<file path="src/design/gmig_pkg.sv">
// Shared types, register codes and helpers for the grid mesh index generator.
`default_nettype none

package gmig_pkg;

    localparam logic [7:0] MAX_CELLS = 8'd255;

    // configuration register indexes
    localparam logic [1:0] REG_LIST_MODE    = 2'd0;
    localparam logic [1:0] REG_COLUMN_COUNT = 2'd1;
    localparam logic [1:0] REG_ROW_COUNT    = 2'd2;

    // strip mode step codes
    localparam logic [2:0] STRIP_LEAD_JOIN = 3'd0;
    localparam logic [2:0] STRIP_UPPER     = 3'd1;
    localparam logic [2:0] STRIP_LOWER     = 3'd2;
    localparam logic [2:0] STRIP_TAIL_JOIN = 3'd3;

    // list mode corner codes
    localparam logic [2:0] LIST_POLE_LAST = 3'd2;
    localparam logic [2:0] LIST_QUAD_LAST = 3'd5;

    typedef struct packed {
        logic       list_mode;
        logic [7:0] cols;
        logic [7:0] rows;
    } cfg_t;

    typedef struct packed {
        logic [15:0] vertex_index;
        logic        is_join;
        logic        last;
    } result_t;

    function automatic logic [7:0] clamp_count(input logic [7:0] v);
        logic [7:0] res;
        res = v;
        if (v == 8'd0)
            res = 8'd1;
        else if (v > MAX_CELLS)
            res = MAX_CELLS;
        return res;
    endfunction

endpackage

`default_nettype wire

</file>
<file path="src/design/gmig_cfg.sv">
// Configuration register file; holds the clamped grid sizes and the mode.
`default_nettype none

module gmig_cfg (
    input  wire logic              clk,
    input  wire logic              rst_n,
    input  wire logic              cfg_wr_en,
    input  wire logic [1:0]        cfg_index,
    input  wire logic [7:0]        cfg_data,
    output gmig_pkg::cfg_t         cfg
);

    gmig_pkg::cfg_t cfg_reg;

    always_ff @(posedge clk or negedge rst_n)
    begin
        if (!rst_n)
        begin
            cfg_reg.list_mode <= 1'b0;
            cfg_reg.cols      <= 8'd1;
            cfg_reg.rows      <= 8'd1;
        end
        else if (cfg_wr_en)
        begin
            case (cfg_index)
                gmig_pkg::REG_LIST_MODE:    cfg_reg.list_mode <= cfg_data[0];
                gmig_pkg::REG_COLUMN_COUNT: cfg_reg.cols <= gmig_pkg::clamp_count(cfg_data);
                gmig_pkg::REG_ROW_COUNT:    cfg_reg.rows <= gmig_pkg::clamp_count(cfg_data);
                default:                    cfg_reg <= cfg_reg;
            endcase
        end
    end

    assign cfg = cfg_reg;

endmodule

`default_nettype wire

</file>
<file path="src/design/gmig_seq.sv">
// Index sequencer: position counters and the per-item index computation.
`default_nettype none

module gmig_seq (
    input  wire logic              clk,
    input  wire logic              rst_n,
    input  wire gmig_pkg::cfg_t    cfg,
    input  wire logic              advance,
    input  wire logic              restart,
    output gmig_pkg::result_t      result
);

    logic [7:0] band_reg,   band_next;
    logic [8:0] column_reg, column_next;
    logic [2:0] step_reg,   step_next;

    always_ff @(posedge clk or negedge rst_n)
    begin
        if (!rst_n)
        begin
            band_reg   <= 8'd0;
            column_reg <= 9'd0;
            step_reg   <= 3'd0;
        end
        else if (advance)
        begin
            band_reg   <= band_next;
            column_reg <= column_next;
            step_reg   <= step_next;
        end
    end

    always_comb
    begin
        logic [7:0]  b0;
        logic [8:0]  col0;
        logic [2:0]  ss0;
        logic [7:0]  b;
        logic [8:0]  col;
        logic [2:0]  ss;
        logic [8:0]  c9;
        logic [8:0]  r9;
        logic [8:0]  c1;
        logic [8:0]  b_inc;
        logic [8:0]  col_inc;
        logic        ok;
        logic        quad_done;
        logic [16:0] base;
        logic [16:0] colx;
        logic [16:0] c1x;
        logic [16:0] cx;
        logic [16:0] idx;

        c9   = {1'b0, cfg.cols};
        r9   = {1'b0, cfg.rows};
        c1   = c9 + 9'd1;
        b0   = restart ? 8'd0 : band_reg;
        col0 = restart ? 9'd0 : column_reg;
        ss0  = restart ? 3'd0 : step_reg;

        // fall back to the first index when the position lies outside the sequence
        if (!cfg.list_mode)
        begin
            if (b0 == 8'd0 && ss0 == gmig_pkg::STRIP_LEAD_JOIN)
                ss0 = gmig_pkg::STRIP_UPPER;
            ok = ({1'b0, b0} < r9) && (col0 <= c9) && (ss0 <= gmig_pkg::STRIP_TAIL_JOIN)
                 && !(ss0 == gmig_pkg::STRIP_TAIL_JOIN && ({1'b0, b0} + 9'd1 >= r9));
            b   = ok ? b0   : 8'd0;
            col = ok ? col0 : 9'd0;
            ss  = ok ? ss0  : gmig_pkg::STRIP_UPPER;
        end
        else
        begin
            ok = ({1'b0, b0} < r9) && (col0 < c9) && (ss0 <= gmig_pkg::LIST_QUAD_LAST)
                 && !(b0 == 8'd0 && ss0 > gmig_pkg::LIST_POLE_LAST);
            b   = ok ? b0   : 8'd0;
            col = ok ? col0 : 9'd0;
            ss  = ok ? ss0  : 3'd0;
        end

        b_inc   = {1'b0, b} + 9'd1;
        col_inc = col + 9'd1;
        base    = {9'd0, b} * {8'd0, c1};
        colx    = {8'd0, col};
        c1x     = {8'd0, c1};
        cx      = {8'd0, c9};

        idx         = 17'd0;
        quad_done   = 1'b0;
        result      = '0;
        band_next   = b;
        column_next = col;
        step_next   = ss;

        if (!cfg.list_mode)
        begin
            case (ss)
                gmig_pkg::STRIP_LEAD_JOIN:
                begin
                    idx            = base + c1x;
                    result.is_join = 1'b1;
                    column_next    = 9'd0;
                    step_next      = gmig_pkg::STRIP_UPPER;
                end
                gmig_pkg::STRIP_UPPER:
                begin
                    idx       = base + c1x + colx;
                    step_next = gmig_pkg::STRIP_LOWER;
                end
                gmig_pkg::STRIP_LOWER:
                begin
                    idx = base + colx;
                    if (col < c9)
                    begin
                        column_next = col_inc;
                        step_next   = gmig_pkg::STRIP_UPPER;
                    end
                    else if (b_inc < r9)
                        step_next = gmig_pkg::STRIP_TAIL_JOIN;
                    else
                    begin
                        result.last = 1'b1;
                        band_next   = 8'd0;
                        column_next = 9'd0;
                        step_next   = gmig_pkg::STRIP_LEAD_JOIN;
                    end
                end
                default:
                begin
                    idx            = base + cx;
                    result.is_join = 1'b1;
                    band_next      = b_inc[7:0];
                    column_next    = 9'd0;
                    step_next      = gmig_pkg::STRIP_LEAD_JOIN;
                end
            endcase
        end
        else
        begin
            if (b == 8'd0)
            begin
                case (ss)
                    3'd0:    idx = colx;
                    3'd1:    idx = c1x + colx + 17'd1;
                    default: idx = c1x + colx;
                endcase
                quad_done = (ss == gmig_pkg::LIST_POLE_LAST);
            end
            else
            begin
                case (ss)
                    3'd0:    idx = base + colx;
                    3'd1:    idx = base + colx + 17'd1;
                    3'd2:    idx = base + c1x + colx;
                    3'd3:    idx = base + colx + 17'd1;
                    3'd4:    idx = base + c1x + colx + 17'd1;
                    default: idx = base + c1x + colx;
                endcase
                quad_done = (ss == gmig_pkg::LIST_QUAD_LAST);
            end

            if (!quad_done)
                step_next = ss + 3'd1;
            else if (col_inc < c9)
            begin
                column_next = col_inc;
                step_next   = 3'd0;
            end
            else if (b_inc < r9)
            begin
                band_next   = b_inc[7:0];
                column_next = 9'd0;
                step_next   = 3'd0;
            end
            else
            begin
                result.last = 1'b1;
                band_next   = 8'd0;
                column_next = 9'd0;
                step_next   = 3'd0;
            end
        end

        result.vertex_index = idx[15:0];
    end

endmodule

`default_nettype wire

</file>
<file path="src/design/grid_mesh_index_generator.sv">
// Grid mesh index generator: one vertex index per accepted item, strip or list order.
// An accepted item passes through the input register, then the result register.
// Throughput: one item per cycle unless stalled; sequencer advances once per item moved out.
// The result register decouples the sides, so input is taken while a result waits if the input register is empty.
// Reset (rst_n low, asynchronous) empties both stages, sets strip mode, one column,
// one row, and places the sequence at its first index.
`default_nettype none

module grid_mesh_index_generator (
    input  wire logic        clk,
    input  wire logic        rst_n,
    input  wire logic        cfg_wr_en,
    input  wire logic [1:0]  cfg_index,
    input  wire logic [7:0]  cfg_data,
    input  wire logic        in_valid,
    output      logic        in_stall,
    input  wire logic        restart,
    output      logic        out_valid,
    input  wire logic        out_stall,
    output      logic [15:0] vertex_index,
    output      logic        is_join,
    output      logic        last
);

    gmig_pkg::cfg_t    cfg;
    gmig_pkg::result_t seq_result;
    gmig_pkg::result_t out_reg;

    logic in_valid_reg;
    logic restart_reg;
    logic out_valid_reg;
    logic out_free;
    logic advance;
    logic accept;

    gmig_cfg u_cfg (
        .clk       (clk),
        .rst_n     (rst_n),
        .cfg_wr_en (cfg_wr_en),
        .cfg_index (cfg_index),
        .cfg_data  (cfg_data),
        .cfg       (cfg)
    );

    gmig_seq u_seq (
        .clk     (clk),
        .rst_n   (rst_n),
        .cfg     (cfg),
        .advance (advance),
        .restart (restart_reg),
        .result  (seq_result)
    );

    assign out_free = !out_valid_reg || !out_stall;
    assign advance  = in_valid_reg && out_free;
    assign in_stall = in_valid_reg && !out_free;
    assign accept   = in_valid && !in_stall;

    always_ff @(posedge clk or negedge rst_n)
    begin
        if (!rst_n)
        begin
            in_valid_reg  <= 1'b0;
            out_valid_reg <= 1'b0;
        end
        else
        begin
            if (!in_stall)
                in_valid_reg <= in_valid;
            if (out_free)
                out_valid_reg <= in_valid_reg;
        end
    end

    // payload stages: restart loads on acceptance, the result on advance; both hold otherwise
    always_ff @(posedge clk)
    begin
        if (accept)
            restart_reg <= restart;
        if (advance)
            out_reg <= seq_result;
    end

    assign out_valid    = out_valid_reg;
    assign vertex_index = out_reg.vertex_index;
    assign is_join      = out_reg.is_join;
    assign last         = out_reg.last;

endmodule

`default_nettype wire

</file>
<file path="config.mk">
export PLATFORM = sky130hd
export DESIGN_NAME = grid_mesh_index_generator
export DESIGN_NICKNAME = d
export VERILOG_FILES = /design/src/design/gmig_pkg.sv /design/src/design/gmig_cfg.sv /design/src/design/gmig_seq.sv /design/src/design/grid_mesh_index_generator.sv
export SDC_FILE = /design/constraint.sdc
export NUM_CORES = 1
export LEC_CHECK = 0
export BUFFER_PORTS_ARGS = -buffer_cell sky130_fd_sc_hd__buf_4
export CAP_MARGIN = 40
export CORE_UTILIZATION = 53
export DETAILED_ROUTE_END_ITERATION = 7
export PLACE_DENSITY = 0.76
export SYNTH_ARGS = -nofsm -noshare
export SYNTH_HDL_FRONTEND = slang
export SYNTH_SLANG_ARGS = --single-unit
export TNS_END_PERCENT = 30
</file>
<file path="constraint.sdc">
create_clock -name clk -period 10.35 [get_ports clk]
set_input_delay 3.105 -clock clk [delete_from_list [all_inputs] [get_ports clk]]
set_output_delay 3.105 -clock clk [all_outputs]
set_load 0.1 [all_outputs]
</file>
# Yosys cells after proc, flatten, opt, wreduce, memory -nomap -nowiden

Cells that the tools add are included.

$lt $le $gt $ge: 11
Mux-type cells: 48
Shift-type cells: 0
Reductions and logical operators: 31
Divide/modulo/power cells: 0
$add $sub $neg: 13
Multipliers: 1
Eq/ne operators: 8
Bitwise logic cells: 0

Operators by type and width:

| operator                                                              | count |
|---|---|
| 8-bit 2-to-1 mux                                                      | 12 |
| 16-bit one-hot mux with 3 select lines                                | 2 |
| 9-bit 2-to-1 mux                                                      | 9 |
| 16-bit by 9-bit adder with 16-bit output                              | 3 |
| 9-bit by 8-bit less-than comparator with 1-bit output                 | 4 |
| 16-bit by 1-bit adder with 16-bit output, second input constant       | 2 |
| 16-bit 2-to-1 mux                                                     | 2 |
| 16-bit one-hot mux with 2 select lines                                | 1 |
| 8-bit by 1-bit adder with 9-bit output, second input constant         | 3 |
| 3-bit 2-to-1 mux                                                      | 9 |
| 8-bit logical NOT                                                     | 3 |
| 9-bit one-hot mux with 2 select lines                                 | 1 |
| 16-bit by 8-bit adder with 16-bit output                              | 1 |
| 8-bit by 9-bit multiplier with 16-bit output                          | 1 |
| 8-bit one-hot mux with 2 select lines                                 | 1 |
| 1-bit logical AND                                                     | 12 |
| 10-bit by 1-bit adder with 11-bit output, second input constant       | 1 |
| 9-bit by 9-bit adder with 10-bit output                               | 1 |
| 9-bit by 1-bit adder with 9-bit output, second input constant         | 1 |
| 3-bit by 2-bit equality test with 1-bit output, second input constant | 3 |
| 9-bit by 8-bit >= comparator with 1-bit output                        | 1 |
| 9-bit by 8-bit <= comparator with 1-bit output                        | 1 |
| 1-bit 2-to-1 mux                                                      | 9 |
| 3-bit one-hot mux with 3 select lines                                 | 1 |
| 17 further kinds                                                      | 28 |

Output and inout bits: 20
Latch bits: 0
Word-level logic and storage cells: 124
ROM bits: 0
Input port bits: 16
Memories kept: 0
Memory bits (writable): 0
Bits in registers: 58

# Logic depth before layout (Yosys ltp)

Depth after elaboration: 18
Depth in mapped cells: 45
Gate-level depth less buffers: 41

# Hierarchy

A second synthesis with hierarchy kept.

Cells, all modules: 1464
Area, all modules: 11263.3 µm²

Modules (own cells, without submodules):

| module                    | times used | cells an instance | area an instance (µm²) |
|---|---|---|---|
| gmig_seq                  | 1          | 1395              | 9912.0 |
| gmig_cfg                  | 1          | 42                | 688.2 |
| grid_mesh_index_generator | 1          | 27                | 663.1 |

# Least setup slack after synthesis

No wires, ideal clock.

Path kind: reg-to-reg
Start: register restart_reg
End: register out_reg, in the netlist vertex_index[15] (data pin)
Path slack: 0.994 ns
Buffers on the path: 2
Stages on the path, launching flop included: 40
Data required time: 10.083 ns
Period minus slack after synthesis: 9.356 ns
Arrival: 9.089 ns
Cells stage by stage: edfxtp_1 > nor2b_1 > ha_1 > nand4b_1 > nor2_1 > xor2_1 > ha_1 > a21oi_1 > o32ai_1 > o311a_1 > nor3_2 > nand3_1 > nand2_1 > buf_2 > and2_1 > clkbuf_1 > nand2_1 > fa_1 > (+4 left out) > fa_1 > inv_1 > ha_1 > inv_1 > o22ai_1 > nor2_1 > xnor2_1 > ha_1 > a21oi_1 > nand2_1 > a2bb2oi_1 > nor3_4 > mux2i_1 > mux2i_4 > xnor2_2 > nor4b_4 > a311o_1 > o211ai_1

RTL lines:

| element                  | line                            | RTL |
|---|---|---|
| start: declaration       | grid_mesh_index_generator.sv:30 | `logic restart_reg;` |
| start signal: assignment | grid_mesh_index_generator.sv:79 | `restart_reg <= restart;` |
| end signal: assignment   | grid_mesh_index_generator.sv:81 | `out_reg <= seq_result;` |
| end: declaration         | grid_mesh_index_generator.sv:27 | `gmig_pkg::result_t out_reg;` |

==> reports/summary.txt <==
RUN STATUS
----------------------------------------------------------------------------------------
Run status ................................................................    completed

ROUTING
----------------------------------------------------------------------------------------
Antenna Nets Post-Route ...................................................            0
Via count .................................................................        11680
Remaining DRCs ............................................................            0
Number of search-and-repair iterations in the first detailed-routing pass .            8
Number of DRC markers after the initial detailed-route iteration ..........         1416
Routed length per placed instance .........................................     21.02 µm
Via-to-Cell Ratio .........................................................        6.684
Total routed wirelength ...................................................     36730 µm

CLOCKING
----------------------------------------------------------------------------------------
Clock sink count ..........................................................           58
Clk buf depth .............................................................            2
Number of levels the H-tree was split into ................................            3
Clock root buffer .........................................................    clkbuf_16
Number of buffers inserted during clock tree synthesis ....................            9
Hold_buf cts ..............................................................            0
Clock Pin Slew Worst Setup and Hold Paths .................................      0.06 ns
Source-to-sink clock delay at the later pin of the worst-skew pair ........      0.36 ns
TritonCTS clock tree ......................................................          yes

STA
----------------------------------------------------------------------------------------
Highest clock frequency the design can meet ...............................    101.7 MHz
Max-slew violations .......................................................            0
Pin slew with the least headroom to its limit .............................    0.7394 ns
Hold WS ...................................................................    0.4802 ns
Final critical-path share of the clock period .............................       95.00%
Headroom to the max-slew limit ............................................       49.43%
Number of endpoints with negative hold slack in the final report ..........            0
Final clock skew ..........................................................   0.02020 ns
Final setup violation count ...............................................            0
Fin Setup TNS .............................................................         0 ns
Time the worst path needs with I/O delays and setup .......................     9.833 ns

YOSYS
----------------------------------------------------------------------------------------
Gate count of the mapped netlist ..........................................         1434
Cell Area, Synth ..........................................................    11280 µm²
Number of synthesized flops with an enable pin ............................           19
Top-area cell type share of the netlist area ..............................       14.97%
Synth area leader .........................................................         ha_1
Share of the yosys chip area belonging to registers .......................       13.73%
Fraction of synthesis flops using an asynchronous set or reset pin ........       67.24%
Synth Register Bits .......................................................           58
Top area cells in the synthesized netlist ................................. ha_1 15%, dfrtp_1 8.2%, fa_1 8.2%
Synthesis Warnings ........................................................            0
Main synth FF type ........................................................      dfrtp_1
Average size of a mapped cell .............................................    7.868 µm²
Number of distinct standard cells referenced by the synthesized netlist ...          103

WORST SETUP PATH
----------------------------------------------------------------------------------------
Slowest library cell on the worst path ....................................         fa_1
WS Path Type ..............................................................      reg2reg
CP startpoint kind ........................................................     register
CP dominant cell by count .................................................        inv_1
Arrival time reported for the critical path endpoint ......................      9.92 ns
Top delay family on crit path .............................................  adder cells
Crit path capture type ....................................................     register
Maximum net fanout on the critical path ...................................            9
Required arrival time at the worst endpoint ...............................     10.44 ns
Number of buffer and inverter stages on the critical path .................            7
Crit-path max cell delay ..................................................      0.55 ns

FINAL LAYOUT
----------------------------------------------------------------------------------------
Layout-stage area growth over the synthesis result ........................       9.604%
Layout Utilization ........................................................       59.01%
Antenna Cells .............................................................            0
Fraction of final layout cells sized beyond drive strength 1 ..............       11.55%
Cell area after layout ....................................................    12370 µm²
Final #Nets ...............................................................         1664
Number of flip-flops in the largest register ..............................           17

POWER
----------------------------------------------------------------------------------------
Total internal power ......................................................      1601 µW
Switching portion of total power ..........................................       58.01%
Clk network pwr share .....................................................         8.7%
Sw power ..................................................................      2212 µW
Total chip power ..........................................................      3814 µW
Comb power frac ...........................................................        81.4%
Cell Pwr Density .......................................................... 308.4 nW/µm²
Sequential Power Share ....................................................         9.9%
Static Leak ...............................................................  0.005678 µW
Maximum vdd ir drop .......................................................     145.9 µV

PLACEMENT
----------------------------------------------------------------------------------------
Total cell area at the placement stage ....................................    11910 µm²
Estimated wirelength of the detail-placed design ..........................     28820 µm
Port Buffers ..............................................................           35
Final RePlAce weighted congestion .........................................        1.007

FLOORPLANNING
----------------------------------------------------------------------------------------
Area of the core ..........................................................    20960 µm²
Die span in y .............................................................     147.9 µm
Total Die Area ............................................................    21870 µm²
Initial standard-cell utilization of the core .............................       53.84%
Site row count ............................................................           53
Top-level port count ......................................................           36
Die W .....................................................................     147.9 µm

GLOBAL ROUTE
----------------------------------------------------------------------------------------
Vias in the first global route ............................................        10830
Largest net degree at the start of global routing .........................           44
Initial antenna violation count ...........................................            0
Grt total ovfl ............................................................            0
Global-route wire length before repair ....................................     57570 µm
Total global routing track utilization ....................................       33.77%

WORST HOLD PATH
----------------------------------------------------------------------------------------
HP Class ..................................................................      reg2reg

RUN
----------------------------------------------------------------------------------------
Number of max-cap violations ..............................................            0

## worst register-to-register path: cells and delay by family, from the launching register on
kind	cells	cell delay (ns)
adders and majority gates	9	3.44
xor gates and xnor gates	4	0.86
DFF	1	0.47
buffers and inverters	7	0.70
AOI/OAI and AO/OA	9	1.59
and+or+nand+nor	12	2.30
muxes	1	0.21
## stage by stage
stage | worst slack, ns | cells
CTS | 0.2706 | 1742
global placement | 0.6124 | 1726
floorplan | 0.9937 | 1437
global route | -0.01855 | 1747
finish | 0.5173 | 1747
detailed placement | 0.3010 | 1726
## area by class of cell
class                           instances  area, µm²
Clock inverter                          6      71.32
Tap cell                              275      344.1
Sequential cell                        58       1549
Inverter                              135      506.7
Timing Repair Buffer                   70      538.0
Multi-Input combinational cell       1193       9106
Clock buffer                           10      250.2
Fill cell                            1889       8589
## Yosys cell counts (all sizes together) (18+ instances only)
cell type / instances
inv: 133
edfxtp: 19
fa: 46
ha: 135
nor2b: 26
nor3: 35
a21oi: 93
a21o: 24
nand2: 118
o21ai: 79
o21a: 20
clkbuf: 36
xnor2: 79
a221oi: 18
xor2: 34
dfrtp: 37
nor2: 164
nand3: 47
## path summary, 6_finish.rpt
check	slack [ns]	from	depth (start not counted)	to
setup / recovery	0.52	restart_reg$_DFFE_PP_	42	vertex_index[15]$_DFFE_PP_
hold / removal	0.48	in_valid_reg$_DFFE_PN0N_	1	out_valid$_DFFE_PN0N_
setup reg to reg	0.52	restart_reg$_DFFE_PP_	42	vertex_index[15]$_DFFE_PP_
hold reg to reg	0.48	in_valid_reg$_DFFE_PN0N_	1	out_valid$_DFFE_PN0N_
max in group asynchronous	7.21	rst_n	1	u_cfg.cfg[8]$_DFFE_PN1P_
min in group asynchronous	2.74	rst_n	1	u_seq.column_reg[8]$_DFFE_PN0P_
## placed cells by master (no fill, tap or decap), types with 14 or more instances in the layout
| cell type | Yosys | layout |
|---|---|---|
| mux2_2 | 16 | 16 |
| o21ai_0 | 73 | 72 |
| nor2b_1 | 26 | 25 |
| a21oi_1 | 92 | 90 |
| nor4_1 | 15 | 15 |
| xor2_1 | 34 | 34 |
| a21o_1 | 24 | 24 |
| nor2_1 | 160 | 158 |
| nand2b_1 | 15 | 14 |
| nor3_1 | 27 | 27 |
| ha_1 | 135 | 134 |
| fa_1 | 46 | 46 |
| buf_4 | 0 | 69 |
| nand2_1 | 116 | 115 |
| edfxtp_1 | 19 | 19 |
| o21a_1 | 19 | 19 |
| xnor2_1 | 78 | 76 |
| inv_1 | 131 | 130 |
| a221oi_1 | 16 | 16 |
| nand3_1 | 45 | 45 |
| dfrtp_1 | 37 | 37 |
## per-layer routing
layer  part of all wire [%]  routed length [µm]  track usage (%)  vias up
met1                     41               15030            46.41     5498
met3                     12                4248            6.512      151
met5                      0                   0                0        -
li1                       -                   -                -     5188
met2                     43               15890            51.86      840
met4                    4.2                1555            13.71        0
## power by group through the flow
stage | combinational [µW] | sequential [µW] | clock [µW]
floorplan | 2000 | 585 | 0
global placement | 2850 | 379 | 0
detailed placement | 2910 | 378 | 0
CTS | 2930 | 375 | 333
global route | 3320 | 383 | 340
finish | 3100 | 378 | 331
## kinds of logic (layout without fill, tap and decap cells)
group                    after synthesis  count (layout)  share of synthesized area [%]
flip-flops                            58              58                          13.73
AO/OA/AOI/OAI                        376             376                          22.68
other                                  1               4                        0.03324
AND/OR/NAND/NOR                      489             489                          21.98
adder cells (fa/ha/maj)              181             181                          23.13
multiplexers                          29              29                          2.972
buffers and inverters                186             221                          6.432
XOR/XNOR                             114             114                          9.039
## timing repair
| action | CTS | global route |
|---|---|---|
| setup endpoints to repair | 0 | 7 |
| setup buffers | 0 | 5 |
| gates resized for setup | 0 | 21 |
Power figures use the tool's default switching activity.
